**src/hdl/sdr_pkg.sv**
```systemverilog
package sdr_pkg;

  localparam int unsigned MAX_DICE      = 255;
  localparam int unsigned PERCENT_SIDES = 100;

  localparam logic [63:0] GAMMA = 64'h9E37_79B9_7F4A_7C15;
  localparam logic [63:0] MIX_A = 64'hBF58_476D_1CE4_E5B9;
  localparam logic [63:0] MIX_B = 64'h94D0_49BB_1331_11EB;

  localparam int unsigned IN_TDATA_W  = 48;
  localparam int unsigned OUT_TDATA_W = 40;
  localparam int unsigned APB_ADDR_W  = 4;
  localparam int unsigned APB_DATA_W  = 64;

  localparam logic REG_SEED = 1'b0;

  localparam logic OP_ROLL    = 1'b0;
  localparam logic OP_PERCENT = 1'b1;

endpackage

```
**src/hdl/splitmix_dice_roller.sv**
```systemverilog
// Dice roller on a splitmix64 generator.
// Request words enter on the s_axis channel: tuser carries the request kind
// (roll and sum dice, or percent check), tdata carries count, sides, chance.
// Each result word leaves on the m_axis channel: total and hit in tdata.
// The seed register sits at APB address 0 and its aliases 1 to 7 (only
// paddr bit 3 is decoded); a write also reloads the generator state.
// Reads return the seed there; addresses 8 and up read as zero.
// A request that needs no draw (zero dice, dice with 0 or 1 sides, chance
// 0 or 100 and up) goes straight to ST_DONE. Every die drawn runs one
// add and xor-shift, two 64-bit multiplies of three 32x32 partial
// products each on the single shared multiplier, one xor-shift and one
// scaling multiply. ST_DONE loads the output register and the sequencer
// returns to idle; no new request is taken while dice are being drawn.
// s_axis_tready_o is high only while the sequencer is idle; the result sits
// in an output register, so a new request is taken while the previous word
// waits. If the receiver stalls past the end of the next request, the
// sequencer holds it until the output register frees up.
// Reset clears the seed to 0, loads the generator with it and drops any
// pending result.
module splitmix_dice_roller (
  input  logic                              clk_i,
  input  logic                              rst_ni,
  input  logic                              s_axis_tvalid_i,
  output logic                              s_axis_tready_o,
  // die_count [7:0], die_sides [39:8], chance [47:40]
  input  logic [sdr_pkg::IN_TDATA_W-1:0]    s_axis_tdata_i,
  // opcode [0]
  input  logic                              s_axis_tuser_i,
  output logic                              m_axis_tvalid_o,
  input  logic                              m_axis_tready_i,
  // total [31:0], hit [32], zero [39:33]
  output logic [sdr_pkg::OUT_TDATA_W-1:0]   m_axis_tdata_o,
  input  logic                              psel_i,
  input  logic                              penable_i,
  input  logic                              pwrite_i,
  input  logic [sdr_pkg::APB_ADDR_W-1:0]    paddr_i,
  input  logic [sdr_pkg::APB_DATA_W-1:0]    pwdata_i,
  output logic [sdr_pkg::APB_DATA_W-1:0]    prdata_o,
  output logic                              pready_o
);
  import sdr_pkg::*;

  typedef enum logic [2:0] {
    ST_IDLE,
    ST_ADD,
    ST_LL,
    ST_LH,
    ST_HL,
    ST_XOR,
    ST_DIE,
    ST_DONE
  } state_e;

  state_e      state_q, state_d;
  logic [63:0] seed_q, seed_d;
  logic [63:0] gen_q, gen_d;
  logic [63:0] z_q, z_d;
  logic [63:0] acc_q, acc_d;
  logic        round_q, round_d;
  logic        op_q, op_d;
  logic [7:0]  count_q, count_d;
  logic [31:0] sides_q, sides_d;
  logic [7:0]  chance_q, chance_d;
  logic [31:0] total_q, total_d;
  logic        hit_q, hit_d;
  logic        out_valid_q, out_valid_d;
  logic [31:0] out_total_q, out_total_d;
  logic        out_hit_q, out_hit_d;

  logic [63:0] mix_k;
  logic [31:0] mul_a, mul_b;
  logic [63:0] mul_p;
  logic [31:0] draw_x;
  logic [31:0] roll;
  logic [7:0]  in_count;
  logic [31:0] in_sides;
  logic [7:0]  in_chance;
  logic        cfg_wr;

  assign in_count  = s_axis_tdata_i[7:0];
  assign in_sides  = s_axis_tdata_i[39:8];
  assign in_chance = s_axis_tdata_i[47:40];

  assign cfg_wr   = psel_i & penable_i & pwrite_i;
  assign pready_o = 1'b1;
  assign prdata_o = (paddr_i[3] == REG_SEED) ? seed_q : '0;

  assign s_axis_tready_o = (state_q == ST_IDLE);
  assign m_axis_tvalid_o = out_valid_q;
  assign m_axis_tdata_o  = {7'b0, out_hit_q, out_total_q};

  assign mix_k  = round_q ? MIX_B : MIX_A;
  assign draw_x = acc_q[63:32] ^ {31'b0, acc_q[63]};
  assign roll   = 32'd1 + mul_p[63:32];

  always_comb begin
    unique case (state_q)
      ST_LH: begin
        mul_a = z_q[31:0];
        mul_b = mix_k[63:32];
      end
      ST_HL: begin
        mul_a = z_q[63:32];
        mul_b = mix_k[31:0];
      end
      ST_DIE: begin
        mul_a = draw_x;
        mul_b = sides_q;
      end
      default: begin
        mul_a = z_q[31:0];
        mul_b = mix_k[31:0];
      end
    endcase
  end

  assign mul_p = 64'(mul_a) * 64'(mul_b);

  always_comb begin
    state_d     = state_q;
    seed_d      = seed_q;
    gen_d       = gen_q;
    z_d         = z_q;
    acc_d       = acc_q;
    round_d     = round_q;
    op_d        = op_q;
    count_d     = count_q;
    sides_d     = sides_q;
    chance_d    = chance_q;
    total_d     = total_q;
    hit_d       = hit_q;
    out_valid_d = out_valid_q;
    out_total_d = out_total_q;
    out_hit_d   = out_hit_q;

    if (out_valid_q && m_axis_tready_i) begin
      out_valid_d = 1'b0;
    end

    unique case (state_q)
      ST_IDLE: begin
        if (s_axis_tvalid_i) begin
          op_d     = s_axis_tuser_i;
          chance_d = in_chance;
          total_d  = '0;
          hit_d    = 1'b0;
          if (s_axis_tuser_i == OP_ROLL) begin
            count_d = (32'(in_count) > MAX_DICE) ? 8'(MAX_DICE) : in_count;
            sides_d = in_sides;
            if (in_count == 8'd0 || in_sides == 32'd0) begin
              state_d = ST_DONE;
            end else if (in_sides == 32'd1) begin
              total_d = 32'(count_d);
              state_d = ST_DONE;
            end else begin
              state_d = ST_ADD;
            end
          end else begin
            count_d = 8'd1;
            sides_d = 32'(PERCENT_SIDES);
            if (in_chance == 8'd0) begin
              state_d = ST_DONE;
            end else if (32'(in_chance) >= PERCENT_SIDES) begin
              hit_d   = 1'b1;
              state_d = ST_DONE;
            end else begin
              state_d = ST_ADD;
            end
          end
        end
      end
      ST_ADD: begin
        gen_d   = gen_q + GAMMA;
        z_d     = gen_d ^ (gen_d >> 30);
        round_d = 1'b0;
        state_d = ST_LL;
      end
      ST_LL: begin
        acc_d   = mul_p;
        state_d = ST_LH;
      end
      ST_LH: begin
        acc_d   = acc_q + {mul_p[31:0], 32'b0};
        state_d = ST_HL;
      end
      ST_HL: begin
        acc_d   = acc_q + {mul_p[31:0], 32'b0};
        state_d = round_q ? ST_DIE : ST_XOR;
      end
      ST_XOR: begin
        z_d     = acc_q ^ (acc_q >> 27);
        round_d = 1'b1;
        state_d = ST_LL;
      end
      ST_DIE: begin
        if (op_q == OP_PERCENT) begin
          hit_d   = (roll <= 32'(chance_q));
          state_d = ST_DONE;
        end else begin
          total_d = total_q + roll;
          count_d = count_q - 8'd1;
          state_d = (count_q == 8'd1) ? ST_DONE : ST_ADD;
        end
      end
      ST_DONE: begin
        if (!out_valid_q || m_axis_tready_i) begin
          out_valid_d = 1'b1;
          out_total_d = total_q;
          out_hit_d   = hit_q;
          state_d     = ST_IDLE;
        end
      end
      default: begin
        state_d = ST_IDLE;
      end
    endcase

    if (cfg_wr && paddr_i[3] == REG_SEED) begin
      seed_d = pwdata_i;
      gen_d  = pwdata_i;
    end
  end

  always_ff @(posedge clk_i or negedge rst_ni) begin
    if (!rst_ni) begin
      state_q     <= ST_IDLE;
      seed_q      <= '0;
      gen_q       <= '0;
      z_q         <= '0;
      acc_q       <= '0;
      round_q     <= 1'b0;
      op_q        <= 1'b0;
      count_q     <= '0;
      sides_q     <= '0;
      chance_q    <= '0;
      total_q     <= '0;
      hit_q       <= 1'b0;
      out_valid_q <= 1'b0;
      out_total_q <= '0;
      out_hit_q   <= 1'b0;
    end else begin
      state_q     <= state_d;
      seed_q      <= seed_d;
      gen_q       <= gen_d;
      z_q         <= z_d;
      acc_q       <= acc_d;
      round_q     <= round_d;
      op_q        <= op_d;
      count_q     <= count_d;
      sides_q     <= sides_d;
      chance_q    <= chance_d;
      total_q     <= total_d;
      hit_q       <= hit_d;
      out_valid_q <= out_valid_d;
      out_total_q <= out_total_d;
      out_hit_q   <= out_hit_d;
    end
  end

endmodule

```
**config.mk**
```make
export PLATFORM = sky130hd
export DESIGN_NAME = splitmix_dice_roller
export DESIGN_NICKNAME = d
export VERILOG_FILES = /design/src/hdl/sdr_pkg.sv /design/src/hdl/splitmix_dice_roller.sv
export SDC_FILE = /design/constraint.sdc
export NUM_CORES = 2
export LEC_CHECK = 0
export BUFFER_PORTS_ARGS = -buffer_cell sky130_fd_sc_hd__buf_2
export CAP_MARGIN = 20
export CORE_AREA = 5 5 298 300
export DETAILED_ROUTE_END_ITERATION = 8
export DIE_AREA = 0 0 303 305
export GPL_TIMING_DRIVEN = 0
export PLACE_DENSITY_LB_ADDON = 0.12
export REMOVE_ABC_BUFFERS = 1
export SETUP_SLACK_MARGIN = 0.15
export SLEW_MARGIN = 20
export SYNTH_ARGS = -nofsm -noshare
export SYNTH_HDL_FRONTEND = slang
export SYNTH_SLANG_ARGS = --single-unit
```
**constraint.sdc**
```tcl
create_clock -name clk_i -period 15.3 [get_ports clk_i]
set_input_delay 3.06 -clock clk_i [delete_from_list [all_inputs] [get_ports clk_i]]
set_output_delay 3.06 -clock clk_i [all_outputs]
set_load 0.005 [all_outputs]
```
# ---- After elaboration in Yosys (flattened, before gate mapping)
# Index checks and enable logic that the tools add are counted.
dict set report op_classes {
  n_addsub 5
  n_mul 1
  order_cmp 2
  eq_ne 13
  mux 40
  bitwise_logic 6
  reduce_logical 20
}
# cell count
set op_table {}
lappend op_table {{$pmux W64 S2} 2}
lappend op_table {{$mux W64} 3}
lappend op_table {{$pmux W32 S2} 3}
lappend op_table {{$mux W32} 3}
lappend op_table {{$add A64 B64 Y64} 1}
lappend op_table {{$add A64 B64 Y64 const B} 1}
lappend op_table {{$mul A32 B32 Y64} 1}
lappend op_table {{$xor A64 B34 Y64} 1}
lappend op_table {{$xor A64 B37 Y64} 1}
lappend op_table {{$mux W62} 1}
lappend op_table {{$mux W8} 6}
lappend op_table {{$add A1 B32 Y32 const A} 1}
lappend op_table {{$add A32 B32 Y32} 1}
lappend op_table {{$eq A32 B1 Y1 const B} 1}
lappend op_table {{$le A32 B8 Y1} 1}
lappend op_table {{$logic_not A32 Y1} 1}
lappend op_table {{$xor A32 B1 Y32} 1}
lappend op_table {{$mux W3} 9}
lappend op_table {{$pmux W3 S7} 1}
lappend op_table {{$logic_not A8 Y1} 2}
lappend op_table {{$pmux W8 S2} 1}
lappend op_table {{$eq A3 B3 Y1 const B} 4}
lappend op_table {{$eq A8 B1 Y1 const B} 1}
lappend op_table {{$ge A8 B7 Y1 const B} 1}
lappend op_table {{other kinds (17)} 39}
dict set report totals {
  reg_bits 376
  in_bits 124
  out_inout_bits 107
  elab_cells 102
}

# ---- Logic depth before layout (Yosys ltp)
dict set report depth {
  ltp_word 7
  mapped_depth 53
  ltp_nobuf 49
}

# ---- Worst setup path after synthesis
# OpenSTA, ideal clock, no wires.
dict set report synth_timing {
  kind {reg-to-reg}
  from {register state_q[1]}
  to {register total_q[31]}
  setup_ns 0.087
  arrival_ns 11.614
  t_required_ns 15.213
  path_slack_ns 3.600
  path_stages_with_launch 43
  path_buffers 6
  cell_sequence {dfrtp_1 -> clkbuf_1 -> clkbuf_1 -> buf_1 -> mux2i_1 -> o21ai_1 -> clkbuf_1 -> nand2_1 -> fa_1 -> fa_1 -> fa_1 -> fa_1 -> inv_1 -> fa_1 -> fa_1 -> fa_1 -> fa_1 -> ha_1 -> [... 7 more ...] -> nand4_2 -> or3_1 -> clkbuf_1 -> xor2_1 -> ha_1 -> nand2_1 -> or2_2 -> nor2_1 -> o211ai_1 -> o2111ai_1 -> a21o_1 -> a21oi_1 -> o311a_1 -> a31oi_1 -> a31o_2 -> a21oi_1 -> nand4bb_1 -> o211ai_1}
}
dict set report synth_between {
  elab_chain_len 7
}
# item line
set synth_lines {}
lappend synth_lines {{from (decl)} splitmix_dice_roller.sv:54} ;# state_e state_q, state_d;
lappend synth_lines {{from (signal assigned)} splitmix_dice_roller.sv:242} ;# state_q <= state_d;
lappend synth_lines {{$eq A3 B3 Y1, or another cell as far along} {splitmix_dice_roller.sv:97, splitmix_dice_roller.sv:140}}
lappend synth_lines {{$pmux W32 S2} splitmix_dice_roller.sv:97} ;# unique case (state_q)
lappend synth_lines {{$mul A32 B32 Y64} splitmix_dice_roller.sv:117} ;# assign mul_p = 64'(mul_a) * 64'(mul_b);
lappend synth_lines {{$add A1 B32 Y32} splitmix_dice_roller.sv:94} ;# assign roll = 32'd1 + mul_p[63:32];
lappend synth_lines {{$add A32 B32 Y32} splitmix_dice_roller.sv:200} ;# total_d = total_q + roll;
lappend synth_lines {{$mux W32} splitmix_dice_roller.sv:196} ;# if (op_q == OP_PERCENT) begin
lappend synth_lines {{$pmux W32 S2} splitmix_dice_roller.sv:140} ;# unique case (state_q)
lappend synth_lines {{to (signal assigned)} splitmix_dice_roller.sv:252} ;# total_q <= total_d;
lappend synth_lines {{to (decl)} splitmix_dice_roller.sv:64} ;# logic [31:0] total_q, total_d;
# Parallel ways exist; a longest one is shown, timed or not. The select of a mux whose other input is x is not followed.
# A chain may end at the register's enable or synchronous reset.

# ---- Worst setup path after layout
dict set report layout_timing {
  from {register state_q[0]}
  to {register total_q[31]}
}
# Same word-level chain as after synthesis.

==> results.md <==
- Status: complete, no violations
- Avg WL per Cell: 23.3 um
- H-tree depth: 2
- CP max stage cell: dfrtp_1
- Die ar.: 0.0924 mm2
- Final layout net count: 7809
- Worst setup SP type: flip-flop
- CP required: 15.77 ns
- Setup Viol. Count Final: 0
- YS warnings: 0
- Synth Flop Type: dfrtp_1
- Post-synth EDFFs: 0
- Initial Util: 0.645
- Worst skew pair latency: 0.59 ns
- Synth-to-Final Area Change: 8.68%
- Hold Crit Class: flip-flop to flip-flop
- Die Y-Extent: 305 um
- Flops & latches, synth: 376
- Core box area: 0.0859 mm2
- Final core occ: 0.701
- Top cell by count, worst path: fa_1
- Arr. time, crit path: 15.03 ns
- Post-route minimum period: 14.56 ns
- Max clock buf depth: 3
- TritonCTS buffer count: 40
- GRT Total Usage: 0.389
- FMAX: 68.7 MHz
- Largest net degree at the start of global routing: 99
- First-pass GRT wire length: 275000 um
- Final GP Congestion: 1.02
- Post-Place Cells: 7559
- Routed WL: 178000 um
- CTS root buffer: clkbuf_16
- Worst hold slack: 0.469 ns
- Setup WS post-layout: 0.736 ns
- Max-slew violation count: 0
- Hold Vio Cnt, Final: 0
- Vias in the first global route: 48000
- Width of the die: 303 um
- Synth unique cells: 91
- Cell Area, Synth: 0.0554 mm2
- Via Count: 46200
- DR iter-0 viols: 4291
- FP Rows: 108
- # port buffers: 219
- Layout Cells excl Fill: 7637
- Critical path capture point type: flip-flop
- Share of layout cells above drive strength 1: 0.0860
- Final worst-path cycle share: 0.952
- Commonest non-fill, non-tap cells in the layout: nand2_1 (1072), inv_1 (919), fa_1 (898)
- Residual DRC: 0
- Clk slew on worst S/H paths: 0.07 ns
- Setup Crit Path Kind: flip-flop to flip-flop
- Slew @ Worst Pin: 1.20 ns
- Slowest cell delay on critical path: 0.95 ns
- Worst-path maximum fanout: 28
- CTS tree: yes
- Grt ovf: 0
- Drt pass-1 iters: 8
- CTS Sinks: 376
- Remaining antenna violation count after routing: 0
- Avg Synthesized Cell Area: 8.60 um2
- Post-synthesis sequential area ratio: 0.170
- DP HPWL: 142000 um
- Place WS: 0.302 ns
- Initial antenna violation count: 4
- Most common cell after layout, fill and taps aside: nand2_1
- Via density per instance: 6.05
- CTS Hold Bufs: 0
- RSZ-0062 raised after global routing: no
- Post-Syn Instances: 6446
- Synth async-reset ratio: 1.00
- MaxCap Viol Count: 0
- IO Count: 231
- Post-Route Skew: 0.0462 ns
- Rel. slew slack: 0.190
final timing paths:
path / from / end / slack, ns / cells past startpoint
worst min-delay path: seed_q[51]$_DFFE_PN0P_ / seed_q[51]$_DFFE_PN0P_ / 0.47 / 2
worst max register to register: state_q[0]$_DFFE_PN0P_ / total_q[31]$_DFFE_PN0P_ / 0.74 / 44
worst min register to register: seed_q[51]$_DFFE_PN0P_ / seed_q[51]$_DFFE_PN0P_ / 0.47 / 2
worst max-delay path: state_q[0]$_DFFE_PN0P_ / total_q[31]$_DFFE_PN0P_ / 0.74 / 44
min in group asynchronous: rst_ni / out_total_q[10]$_DFFE_PN0P_ / 2.50 / 1
max in group asynchronous: rst_ni / z_q[58]$_DFFE_PN0P_ / 11.32 / 3
per-layer routing:
layer / wire, um / track usage / share of wire
met5: 0 / 0 / 0
met4: 12700 / 0.218 / 0.071
met3: 18300 / 0.0887 / 0.10
met2: 79800 / 0.602 / 0.45
met1: 67200 / 0.509 / 0.38
logic make-up (layout without fill, tap and decap cells):
| family | count (synthesis) | after routing | share of synthesized area |
|---|---|---|---|
| buffers and inverters | 1256 | 1284 | 0.0859 |
| other | 2 | 10 | 0.000136 |
| DFF | 376 | 376 | 0.170 |
| muxes | 94 | 94 | 0.0181 |
| and+or+nand+nor | 2264 | 2264 | 0.173 |
| xor gates and xnor gates | 334 | 334 | 0.0531 |
| adders and majority gates | 1236 | 1236 | 0.401 |
| AOI/OAI and AO/OA | 884 | 884 | 0.0996 |
critical path, delay by kind of cell, from the launching register on:
kind,cells,cell delay (ns)
adder cells (fa/ha/maj),11,5.02
AO/OA/AOI/OAI,15,4.35
AND/OR/NAND/NOR,10,2.79
flip-flops,1,0.95
XOR/XNOR,2,0.93
buffers and inverters,6,0.37
what timing repair did:
item                       in CTS  in global routing
setup buffers                   0                  1
setup endpoints to repair       0                  6
gates resized for setup         0                  9
Yosys cell counts, types with 26 or more instances:
cell type,n,area (um2)
a21o_1,64,480
o21bai_1,27,203
a21oi_1,203,1020
and2_1,30,188
nor2_1,761,2860
o211ai_1,26,195
xor2_1,109,955
ha_1,338,4230
mux2i_1,43,430
nand2b_1,59,369
nor3_1,53,265
inv_1,919,3450
and3_1,28,175
clkbuf_1,302,1130
dfrtp_1,376,9410
o21a_1,53,398
o21ai_0,290,1450
mux2_2,51,574
fa_1,898,18000
nand2_1,1081,4060
nor2b_1,82,513
xnor2_1,223,1950
nand3_1,46,230
through the flow:
step | cell area, um2 | setup TNS (ns)
after global routing | 60200 | 0
after CTS | 60100 | 0
final | 60200 | 0
after floorplan | 54100 | 0
after global placement | 56700 | -274.44
after detailed placement | 58700 | 0
flip-flops by register name, summed over array words and instances (netlist names), 3 cells and up:
register     cells
state_q          3
seed_q          64
z_q             64
out_total_q     32
count_q          8
sides_q         32
acc_q           64
total_q         32
chance_q         8
gen_q           64
area by class of cell:
type / instances / area (um2)
multi-input cells: 4820 / 41900
fillers: 6882 / 25700
flip-flops and latches: 376 / 9420
inverters: 920 / 3450
repair buffers: 291 / 2580
well taps: 1155 / 1450
clock buffers: 52 / 1150
clock inverters: 21 / 305
diodes: 2 / 5.00
Power is not shown: default switching activity piles up to over one toggle a cycle in this logic, so the estimate is an artifact.
